`src/rtl/core/nksel_pkg.sv`:
```
`default_nettype none

package nksel_pkg;

  localparam int COORD_W   = 20;
  localparam int VIEW_W    = 16;
  localparam int SLOT_W    = 10;
  localparam int SEC_W     = 4;
  localparam int DIST_W    = 44;
  localparam int CFG_IDX_W = 4;
  localparam int DIFF_W    = COORD_W + 1;
  localparam int SQ_W      = 2 * DIFF_W;
  localparam int CENTRE_W  = 16;

  localparam logic [VIEW_W-1:0] VIEW_DIST_RST = 16'd1024;

  typedef enum logic [1:0] {
    MODE_CLEAR = 2'd0,
    MODE_OFFER = 2'd1,
    MODE_DRAIN = 2'd2
  } mode_t;

  typedef enum logic [CFG_IDX_W-1:0] {
    CFG_CAM_X     = 4'd0,
    CFG_CAM_Y     = 4'd1,
    CFG_CAM_Z     = 4'd2,
    CFG_VIEW_DIST = 4'd3
  } cfg_reg_t;

  typedef enum logic [1:0] {
    ST_IDLE,
    ST_DIST,
    ST_DRAIN
  } state_t;

  typedef struct packed {
    logic [1:0]                mode;
    logic [SLOT_W-1:0]         slot_tag;
    logic signed [COORD_W-1:0] chunk_x;
    logic signed [COORD_W-1:0] chunk_z;
    logic [SEC_W-1:0]          section_index;
    logic                      eligible;
  } in_beat_t;

  typedef struct packed {
    logic [SLOT_W-1:0] out_slot;
    logic [SEC_W-1:0]  out_section;
    logic [DIST_W-1:0] distance;
    logic              empty_res;
    logic              last;
  } out_beat_t;

  typedef struct packed {
    logic [CFG_IDX_W-1:0] index;
    logic [COORD_W-1:0]   value;
  } cfg_beat_t;

  typedef struct packed {
    logic [SLOT_W-1:0] slot;
    logic [SEC_W-1:0]  section;
    logic [DIST_W-1:0] dsq;
  } entry_t;

  typedef struct packed {
    logic insert;
    logic shift;
  } cell_ctl_t;

endpackage

`default_nettype wire

```
`src/rtl/core/nksel_cell.sv`:
```
`default_nettype none

module nksel_cell
  import nksel_pkg::*;
(
  input  wire logic      clk,
  input  wire cell_ctl_t ctl,
  input  wire logic      occ,
  input  wire logic      tail,
  input  wire entry_t    new_ent,
  input  wire entry_t    left_ent,
  input  wire logic      left_gt,
  input  wire entry_t    right_ent,
  input  wire entry_t    head_ent,
  output entry_t         ent,
  output logic           gt
);

  entry_t ent_r;
  entry_t ent_nxt;

  // empty cells sort after everything
  assign gt = !occ || (ent_r.dsq > new_ent.dsq);

  always_comb begin
    ent_nxt = ent_r;
    priority if (ctl.insert && gt) begin
      ent_nxt = left_gt ? left_ent : new_ent;
    end else if (ctl.shift) begin
      ent_nxt = tail ? head_ent : right_ent;
    end else begin
      ent_nxt = ent_r;
    end
  end

  always_ff @(posedge clk) begin
    ent_r <= ent_nxt;
  end

  assign ent = ent_r;

endmodule

`default_nettype wire

```
`config.mk`:
```
export PLATFORM = sky130hd
export DESIGN_NAME = nksel_cell
export DESIGN_NICKNAME = d
export VERILOG_FILES = /design/src/rtl/core/nksel_pkg.sv /design/src/rtl/core/nksel_cell.sv
export SDC_FILE = /design/constraint.sdc
export NUM_CORES = 1
export LEC_CHECK = 0
export BUFFER_PORTS_ARGS = -buffer_cell sky130_fd_sc_hd__buf_4
export CORE_ASPECT_RATIO = 2
export CORE_MARGIN = 2
export CORE_UTILIZATION = 41
export DETAILED_ROUTE_END_ITERATION = 12
export GPL_TIMING_DRIVEN = 0
export PLACE_DENSITY_LB_ADDON = 0.1
export SETUP_SLACK_MARGIN = 0.3
export SYNTH_ARGS = -nofsm -noshare
export SYNTH_HDL_FRONTEND = slang
export SYNTH_SLANG_ARGS = --single-unit
```
`constraint.sdc`:
```
create_clock -name clk -period 4 [get_ports clk]
set_input_delay 0.4 -clock clk [delete_from_list [all_inputs] [get_ports clk]]
set_output_delay 0.4 -clock clk [all_outputs]
set_load 0.1 [all_outputs]
```
==> impl_metrics.env <==
export IMPL_largest_reg_flops=58
export IMPL_pwr_share_clk_pct=21.4
export IMPL_synth_distinct_cells=35
export IMPL_clock_tree_buf_depth=2
export IMPL_fillCellCount=1089
export IMPL_slew_limit_headroom_pct=43.6
export IMPL_critPathArrivalTime_ns=3.53
export IMPL_worst_hold_path_type="input pin to flip-flop"
export IMPL_seq_cells_post_synth=58
export IMPL_average_footprint_of_a_synthesized_cell_um2=10.5
export IMPL_worst_pin_slew_ns=0.847
export IMPL_critPathCaptureType="flip-flop"
export IMPL_mostFrequentLayoutCells="295 x sky130_fd_sc_hd__buf_4, 116 x sky130_fd_sc_hd__mux2i_1, 58 x sky130_fd_sc_hd__and3_1, 58 x sky130_fd_sc_hd__edfxtp_1, 53 x sky130_fd_sc_hd__a221oi_1"
export IMPL_cell_row_count=58
export IMPL_cell_accounting_for_the_most_synthesized_area="sky130_fd_sc_hd__edfxtp_1"
export IMPL_placeable_core_region_mm2=0.0124
export IMPL_antenna_cell_count=0
export IMPL_finalHoldViolations=0
export IMPL_cts_tree="built"
export IMPL_report_final_slew_viol_count=0
export IMPL_finalSetupViolCount=0
export IMPL_power_share_switching_pct=46.3
export IMPL_dpl_hpwl_um=13600
export IMPL_mappedNetlistNets=774
export IMPL_crit_path_max_incr_delay_ns=0.64
export IMPL_clock_skew_ns=0.0111
export IMPL_power_combinational_fraction_pct=53.1
export IMPL_syn2layout_area_growth_pct=52.8
export IMPL_first_global_vias=5381
export IMPL_place_area_mm2=0.00758
export IMPL_vdd_drop_max_mv=0.261
export IMPL_met3_usage_pct=5.58
export IMPL_outcome="completed"
export IMPL_grt_resource_usage_total_pct=24.9
export IMPL_grt_met2_usage_pct=45.1
export IMPL_power_switching_mw=1.60
export IMPL_summed_area_of_non_filler_cells_in_the_final_layout_mm2=0.00789
export IMPL_floorplan_die_width_um=83.3
export IMPL_netlist_area_leader_share_pct=33.7
export IMPL_grt_setup_unrepaired="yes"
export IMPL_synth_async_reset_ratio_pct=0
export IMPL_timing_fmax_ghz=0.280
export IMPL_dieArea_mm2=0.0136
export IMPL_drtPass1Iterations=4
export IMPL_htreeDepth=3
export IMPL_worst_setup_path_start_kind="flip-flop"
export IMPL_critical_path_slowest_cell="sky130_fd_sc_hd__or4_1"
export IMPL_grt_antenna_before_repair=0
export IMPL_worstSkewPairLatency_ns=0.33
export IMPL_internal_power_mw=1.86
export IMPL_syn_area_mm2=0.00516
export IMPL_clockRootBuffer="sky130_fd_sc_hd__clkbuf_16"
export IMPL_synthCells=492
export IMPL_final_common_cell="sky130_fd_sc_hd__buf_4"
export IMPL_crit_fanout=29
export IMPL_pin_count=297
export IMPL_period_minus_slack_ns=3.57
export IMPL_die_height_um=163
export IMPL_drt_total_wl_um=17200
export IMPL_detail_route_drc_violations=0
export IMPL_seq_total_area_yosys_pct=33.7
export IMPL_start_util_pct=41.6
export IMPL_nets_final=1080
export IMPL_powerDensity_mw_per_mm2=438
export IMPL_postCtsHoldBufs=0
export IMPL_worstPathRequired_ns=3.96
export IMPL_final_layout_size_suffix_gt1_share_pct=41.9
export IMPL_drt_vias_per_instance=5.45
export IMPL_synth_ff_type="sky130_fd_sc_hd__edfxtp_1"
export IMPL_yosys_warnings=0
export IMPL_cts_sink_count=58
export IMPL_wl_per_cell_um=18.0
export IMPL_detailedPlace_worstSlack_ns=-0.235
export IMPL_buffer_ports_inserted=294
export IMPL_vias_after_detailed_routing=5191
export IMPL_p_leak_nw=4.07
export IMPL_grt_pass1_wl_um=26900
export IMPL_grt_overflow_total=0
export IMPL_timing_hold_ws_ns=0.554
export IMPL_detail_route_antenna_nets=0
export IMPL_globalplace_congestion=0.800
export IMPL_tritoncts_num_buffers=9
export IMPL_fin_crit_sh_pct=89.3
export IMPL_global_route_usage_met1_pct=28.9
export IMPL_pin_count_of_the_biggest_net_entering_global_routing=30
export IMPL_cp_cell_sequence="ha_1, nand4_1, or4_1, nor2_1, o2bb2ai_1, nor3_4, o31ai_4, buf_6, buf_8, or2_4"
export IMPL_design_power_total_mw=3.46
export IMPL_grt_most_used_layer="met2"
export IMPL_worst_setup_path_type="flip-flop to flip-flop"
export IMPL_share_seq_of_total_power_pct=25.5
export IMPL_drt_initial_drc_count=228
export IMPL_cts_post_setup_buffers_inserted=0
export IMPL_drv_max_cap_violation_count=0
export IMPL_number_of_flops_mapped_to_enable_cells_by_yosys=58
export IMPL_setup_ws_ns=0.429
export IMPL_synthTopCellsByArea="sky130_fd_sc_hd__edfxtp_1 34%, sky130_fd_sc_hd__mux2i_1 22%, sky130_fd_sc_hd__ha_1 11%"
export IMPL_cts_clk_slew_worst_paths_ns=0.05
-- cells in the mapped netlist (all sizes together), types with 5 or more instances --
cell    count
a21oi      16
a221oi     61
and3       58
buf        13
clkbuf     25
edfxtp     58
ha         44
inv        47
mux2i     116
nand2      11
nand3       5
nand4      10
o21ai       7
-- per-layer routing --
metal  vias to the layer above  wire (um)
li1                       2550          -
met1                      2406       6600
met2                       212       9010
met3                        23       1200
met4                         0        354
met5                         -          0
-- area by class of cell --
cell class | instances | area [um2] | area share [%]
buffer | 38 | 178 | 2.25
inverter | 47 | 176 | 2.24
timing repair buffer | 294 | 2210 | 28.0
multi-input combinational | 350 | 3120 | 39.6
tap | 150 | 188 | 2.38
clock buffer | 11 | 233 | 2.95
clock inverter | 4 | 43.8 | 0.555
sequential | 58 | 1740 | 22.1
-- power by group through the flow --
stage               sequential [mW]  clock, mW  combinational, mW
global route                  0.896      0.769               1.94
CTS                           0.881      0.749               1.83
global placement              0.887          0               1.81
floorplan                      1.68          0              0.511
detailed placement            0.893          0               1.82
finish                        0.881      0.740               1.83
-- critical path: cells and delay by family, from the launching register on --
family	cells	cell delay [ns]
simple gates	5	1.49
buf+inv	2	0.36
flops	1	0.43
fa+ha+maj	1	0.34
compound gates	2	0.56
-- worst paths after layout --
| check | from | end | slack (ns) | cells after the start |
|---|---|---|---|---|
| worst max-delay path | ent[31] | ent[25] | 0.43 | 10 |
| worst min register to register | ent[1] | ent[2] | 1.49 | 6 |
| worst min-delay path | new_ent[47] | ent[47] | 0.55 | 3 |
| worst max register to register | ent[31] | ent[25] | 0.43 | 10 |
-- per-stage QoR --
| stage | util, % | TNS, ns | cells |
|---|---|---|---|
| after detailed placement | 61.1 | -13.36 | 936 |
| final | 63.6 | 0 | 952 |
| after floorplan | - | 0 | 492 |
| after CTS | 63.4 | 0 | 952 |
| after global routing | 63.6 | 0 | 952 |
| after global placement | 61.1 | -12.04 | 936 |
-- repair_timing --
item | in CTS | in global routing
setup endpoints to repair | 59 | 59
endpoints found under the hold margin | 0 | 0
cloned | 1 | 0
pin swaps | 1 | 1
gates resized for setup | 2 | 3
-- cells by family (layout without fill, tap and decap cells) --
| kind of cell | count (synthesis) | after routing | synth area share (%) |
|---|---|---|---|
| and+or+nand+nor | 96 | 97 | 11.1 |
| adders and majority gates | 44 | 44 | 10.7 |
| DFF | 58 | 58 | 33.7 |
| buffers and inverters | 85 | 394 | 6.79 |
| AOI/OAI and AO/OA | 93 | 93 | 15.2 |
| muxes | 116 | 116 | 22.5 |
No activity file was read; power rests on OpenSTA's default activity.
