--- config.mk ---
export PLATFORM = sky130hd
export DESIGN_NAME = nksel_dist
export DESIGN_NICKNAME = d
export VERILOG_FILES = /design/src/rtl/core/nksel_pkg.sv /design/src/rtl/core/nksel_dist.sv
export SDC_FILE = /design/constraint.sdc
export NUM_CORES = 2
export LEC_CHECK = 0
export BUFFER_PORTS_ARGS = -buffer_cell sky130_fd_sc_hd__buf_2
export CAP_MARGIN = 10
export CORE_ASPECT_RATIO = 1.5
export CORE_MARGIN = 10
export CORE_UTILIZATION = 40
export CTS_BUF_LIST = sky130_fd_sc_hd__clkbuf_4
export DETAILED_ROUTE_END_ITERATION = 10
export HOLD_SLACK_MARGIN = 0.12
export PLACE_DENSITY = 0.58
export SLEW_MARGIN = 30
export SYNTH_ARGS = -nofsm -noshare
export SYNTH_HDL_FRONTEND = slang
export SYNTH_SLANG_ARGS = --single-unit
--- constraint.sdc ---
create_clock -name clk -period 9.4 [get_ports clk]
set_input_delay 0.47 -clock clk [delete_from_list [all_inputs] [get_ports clk]]
set_output_delay 0.47 -clock clk [all_outputs]
set_load 0.005 [all_outputs]
--- src/rtl/core/nksel_pkg.sv ---
`default_nettype none

package nksel_pkg;

  localparam int COORD_W   = 20;
  localparam int VIEW_W    = 16;
  localparam int SLOT_W    = 10;
  localparam int SEC_W     = 4;
  localparam int DIST_W    = 44;
  localparam int CFG_IDX_W = 4;
  localparam int DIFF_W    = COORD_W + 1;
  localparam int SQ_W      = 2 * DIFF_W;
  localparam int CENTRE_W  = 16;

  localparam logic [VIEW_W-1:0] VIEW_DIST_RST = 16'd1024;

  typedef enum logic [1:0] {
    MODE_CLEAR = 2'd0,
    MODE_OFFER = 2'd1,
    MODE_DRAIN = 2'd2
  } mode_t;

  typedef enum logic [CFG_IDX_W-1:0] {
    CFG_CAM_X     = 4'd0,
    CFG_CAM_Y     = 4'd1,
    CFG_CAM_Z     = 4'd2,
    CFG_VIEW_DIST = 4'd3
  } cfg_reg_t;

  typedef enum logic [1:0] {
    ST_IDLE,
    ST_DIST,
    ST_DRAIN
  } state_t;

  typedef struct packed {
    logic [1:0]                mode;
    logic [SLOT_W-1:0]         slot_tag;
    logic signed [COORD_W-1:0] chunk_x;
    logic signed [COORD_W-1:0] chunk_z;
    logic [SEC_W-1:0]          section_index;
    logic                      eligible;
  } in_beat_t;

  typedef struct packed {
    logic [SLOT_W-1:0] out_slot;
    logic [SEC_W-1:0]  out_section;
    logic [DIST_W-1:0] distance;
    logic              empty_res;
    logic              last;
  } out_beat_t;

  typedef struct packed {
    logic [CFG_IDX_W-1:0] index;
    logic [COORD_W-1:0]   value;
  } cfg_beat_t;

  typedef struct packed {
    logic [SLOT_W-1:0] slot;
    logic [SEC_W-1:0]  section;
    logic [DIST_W-1:0] dsq;
  } entry_t;

  typedef struct packed {
    logic insert;
    logic shift;
  } cell_ctl_t;

endpackage

`default_nettype wire

--- src/rtl/core/nksel_dist.sv ---
`default_nettype none

module nksel_dist
  import nksel_pkg::*;
#(
  parameter int SECTION_HEIGHT = 16
) (
  input  wire logic                      clk,
  input  wire logic                      rst_n,
  input  wire logic                      start,
  input  wire logic [SEC_W-1:0]          section,
  input  wire logic signed [COORD_W-1:0] chunk_x,
  input  wire logic signed [COORD_W-1:0] chunk_z,
  input  wire logic signed [COORD_W-1:0] cam_x,
  input  wire logic signed [COORD_W-1:0] cam_y,
  input  wire logic signed [COORD_W-1:0] cam_z,
  input  wire logic [VIEW_W-1:0]         view_dist,
  output logic                           done,
  output logic                           pass,
  output logic [DIST_W-1:0]              dsq
);

  localparam int STAGES = 5;

  logic [STAGES-1:0]        vld_r;
  logic [STAGES-1:0]        vld_nxt;
  logic [CENTRE_W-1:0]      centre;
  logic signed [DIFF_W-1:0] dx_r, dy_r, dz_r;
  logic [DIFF_W-1:0]        ax_r, ay_r, az_r;
  logic [SQ_W-1:0]          sqx_r, sqy_r, sqz_r, sqy4_r;
  logic [2*VIEW_W-1:0]      vdsq_r, vdsq4_r;
  logic [SQ_W:0]            hd_r;
  logic                     pass_r;
  logic [DIST_W-1:0]        dist_r;

  // section centre height, scaled to 4 fraction bits
  assign centre = (CENTRE_W'(section) * CENTRE_W'(SECTION_HEIGHT)
                   + CENTRE_W'(SECTION_HEIGHT / 2)) << 4;

  assign vld_nxt = {vld_r[STAGES-2:0], start};

  always_ff @(posedge clk) begin
    if (!rst_n) begin
      vld_r <= '0;
    end else begin
      vld_r <= vld_nxt;
    end
  end

  always_ff @(posedge clk) begin
    dx_r <= $signed({chunk_x[COORD_W-1], chunk_x}) - $signed({cam_x[COORD_W-1], cam_x});
    dz_r <= $signed({chunk_z[COORD_W-1], chunk_z}) - $signed({cam_z[COORD_W-1], cam_z});
    dy_r <= $signed({{(DIFF_W-CENTRE_W){1'b0}}, centre}) - $signed({cam_y[COORD_W-1], cam_y});

    ax_r <= dx_r[DIFF_W-1] ? DIFF_W'(-dx_r) : DIFF_W'(dx_r);
    ay_r <= dy_r[DIFF_W-1] ? DIFF_W'(-dy_r) : DIFF_W'(dy_r);
    az_r <= dz_r[DIFF_W-1] ? DIFF_W'(-dz_r) : DIFF_W'(dz_r);

    sqx_r  <= SQ_W'(ax_r) * SQ_W'(ax_r);
    sqy_r  <= SQ_W'(ay_r) * SQ_W'(ay_r);
    sqz_r  <= SQ_W'(az_r) * SQ_W'(az_r);
    vdsq_r <= (2*VIEW_W)'(view_dist) * (2*VIEW_W)'(view_dist);

    hd_r    <= (SQ_W+1)'(sqx_r) + (SQ_W+1)'(sqz_r);
    sqy4_r  <= sqy_r;
    vdsq4_r <= vdsq_r;

    pass_r <= hd_r <= (SQ_W+1)'(vdsq4_r);
    dist_r <= DIST_W'(hd_r) + {sqy4_r[DIST_W-3:0], 2'b00};
  end

  assign done = vld_r[STAGES-1];
  assign pass = pass_r;
  assign dsq  = dist_r;

endmodule

`default_nettype wire

==> flow_summary.json <==
{
  "status": "complete, no violations",
  "worstSetupPathType": "flop to flop",
  "synthCells": 6577,
  "endpoint_kind": "flop",
  "timing.hold.ws_ns": 0.278,
  "r2r_start": "ax_r[5]",
  "rrSetupSlack_ns": 1.40,
  "nNetsFinal": 8853,
  "first_iter_violations": 1735,
  "crit_path_cell_trace": "nand2_1 > fa_1 > inv_1 > fa_1 > inv_1 > fa_1 > inv_1 > fa_1 > inv_1 > fa_1 > inv_1 > fa_1 > fa_1 > ha_1 > a22o_1 > o41ai_1 > and4_1 > o311ai_1 > o31a_1 > a211oi_1 > o21ai_0 > a21oi_1 > xnor2_1",
  "worstSetupStartpoint": "ax_r[5]",
  "synth.most_common_cell": "inv_1",
  "cts_root_buf": "clkbuf_4",
  "cp_slowest_cell": "dfxtp_1",
  "fmax_ghz": 0.125,
  "post_cts_resize_count": 0,
  "synth-seq-cells": 445,
  "grt_pass1_wl_um": 252000,
  "dr.pass1.iters": 5,
  "hold_violations": 0,
  "crit_path_frequent_cell": "fa_1",
  "synth_top_area_cell": "fa_1",
  "rr_endpoint": "sqx_r[40]",
  "via_per_inst": 4.88,
  "clkLatencyLatePin_ns": 1.05,
  "pin_count": 169,
  "critical_path_depth": 23,
  "row_count": 176,
  "core_area_um2": 153000,
  "path_max_fanout": 20,
  "cts_setup_buffers": 0,
  "syn_nets": 8520,
  "rsz0062_at_grt": "false",
  "gp_congestion": 0.884,
  "grt-ovfl-total": 0,
  "finalWorstSetupSlack_ns": 1.40,
  "ys_seq_area_share_pct": 14.5,
  "endpoint": "sqx_r[40]",
  "vias": 44200,
  "die_w_um": 340,
  "cts_buffers": 107,
  "synth.top_cell.area_share_pct": 35.7,
  "synth_ff_type": "dfxtp_1",
  "grt_use_total_pct": 18.6,
  "portBuffers": 168,
  "min_period_ns": 8.00,
  "max_stage_delay_ns": 0.91,
  "fillerInstances": 14900,
  "wirelength_um": 154000,
  "async_flop_share_pct": 0,
  "required_ns": 10.34,
  "ys_types": 71,
  "slew_violations": 0,
  "fp.dieArea_um2": 170000,
  "grt_pass1_vias": 49700,
  "hold_path_class": "primary input to flop",
  "path_delay_family": "adder cells",
  "slew_headroom_pct": 31.2,
  "path_buf_inv": 5,
  "wire_per_inst_um": 17.0,
  "grt_max_degree": 24,
  "syn_avg_cell_area_um2": 9.33,
  "pre_cts_ws_ns": 1.50,
  "start_util_pct": 40.1,
  "antenna_found_initial": 13,
  "final-setup-viol-count": 0,
  "ant_nets": 0,
  "r2r_cells": 23,
  "cts_tree": "done",
  "layout-drive-gt1-share_pct": 6.08,
  "hold_depth": 6,
  "skew_ns": 0.118,
  "cts_buffer_depth": 3,
  "clk_pin_slew_ns": 0.08,
  "fin_crit_sh_pct": 85.1,
  "setup_tns_ns": 0,
  "synth_edf_count": 0,
  "ys_top_cells_by_count": "inv_1, fa_1, ha_1, nand2_1, dfxtp_1",
  "htree_levels": 3,
  "cp-start-kind": "flop",
  "syn_area_um2": 61400,
  "synthTopCellsByArea": "fa_1, ha_1, dfxtp_1",
  "areaGrowthSynthToFinish_pct": 10.4,
  "cts.sinks": 445,
  "postCtsHoldBufs": 192,
  "max_slew.worst_pin.slew_ns": 1.03,
  "cap_violations": 0,
  "drc": 0,
  "synth_warnings": 0,
  "die_h_um": 500,
  "cp.arrival_ns": 8.94,
  "dp_hpwl_um": 128000
}
-- how the worst min path moves through the flow --
stage                    from          to  slack, ns
global route        cam_y[14]    dy_r[14]       0.24
CTS                 cam_y[14]    dy_r[14]       0.15
floorplan            sqy_r[0]   sqy4_r[0]       0.31
finish              cam_z[17]    dz_r[18]       0.28
detailed placement  sqy_r[29]  sqy4_r[29]       0.31
global placement    sqy_r[41]  sqy4_r[41]       0.31
-- cell type report --
class,instances,area [um2],area share (%)
antenna,8,20.0,0.0295
clock buffer,149,1120,1.65
clock inverter,42,299,0.441
inverter,1612,6050,8.93
multi-input combinational,4350,45800,67.6
sequential,445,8920,13.2
tap,2047,2560,3.78
timing repair buffer,394,3020,4.45
-- state kept, by name, indices dropped and copies added (netlist names), 31 cells and up --
signal and flops:
sqz_r 41, hd_r 43, sqy_r 41, sqx_r 41
dsq 44, sqy4_r 41, vdsq_r 31, vdsq4_r 31
-- kinds of logic (layout without fill, tap and decap cells) --
group,count (synthesis),after routing,share of synthesized area (%)
AOI/OAI and AO/OA,743,743,7.76
xor gates and xnor gates,347,347,4.95
adders and majority gates,1820,1820,50.5
buffers and inverters,1782,2197,10.9
DFF,445,445,14.5
muxes,9,9,0.155
other,0,8,0
and+or+nand+nor,1431,1431,11.2
-- worst register-to-register path, delay by kind of cell (launching register included) --
| kind | cells | cell delay (ns) |
|---|---|---|
| adders and majority gates | 8 | 3.85 |
| AOI/OAI and AO/OA | 7 | 2.22 |
| DFF | 1 | 0.91 |
| and+or+nand+nor | 2 | 0.51 |
| buffers and inverters | 5 | 0.26 |
| xor gates and xnor gates | 1 | 0.14 |
-- cells in the final DEF, fill, tap and decap left out, drive strengths merged, types with 6 or more instances in the layout --
cell type    count
ha             724
or3             25
o31ai           32
nor2           226
nand3           53
and4             6
o21a            31
inv           1616
buf            202
a2111oi         10
a221o            7
nand2          561
a21o           125
clkinv          34
nor4            14
nand4           37
nor2b           55
nand2b          40
fa            1096
a31oi           19
nor3            55
and2           293
or2             27
xor2           104
and3            21
dlygate4sd3    192
clkbuf         149
a31o             6
o21bai          26
o41ai           10
o21ai          135
xnor2          243
diode            8
a41oi            9
a211oi          20
a21boi          17
a21oi          241
o211ai           9
o2111ai          9
dfxtp          445
-- per-stage QoR --
step | cells | cell area [um2] | utilization (%)
floorplan | 6577 | 61400 | -
global placement | 8656 | 64400 | 42.1
detailed placement | 8656 | 64400 | 42.1
CTS | 9039 | 67800 | 44.3
global route | 9045 | 67800 | 44.3
finish | 9047 | 67800 | 44.3
-- per-layer routing --
layer,vias up,global-route usage [%],share of wire [%]
met5,-,0,0.0078
met4,2,8.51,4.8
met3,330,2.09,2.9
met2,812,36.1,55
met1,22100,19.7,37
li1,20900,-,-
Power is left out: the tool's default activity adds up to more than one toggle a clock period on the data nets, which glitch-free logic cannot reach.
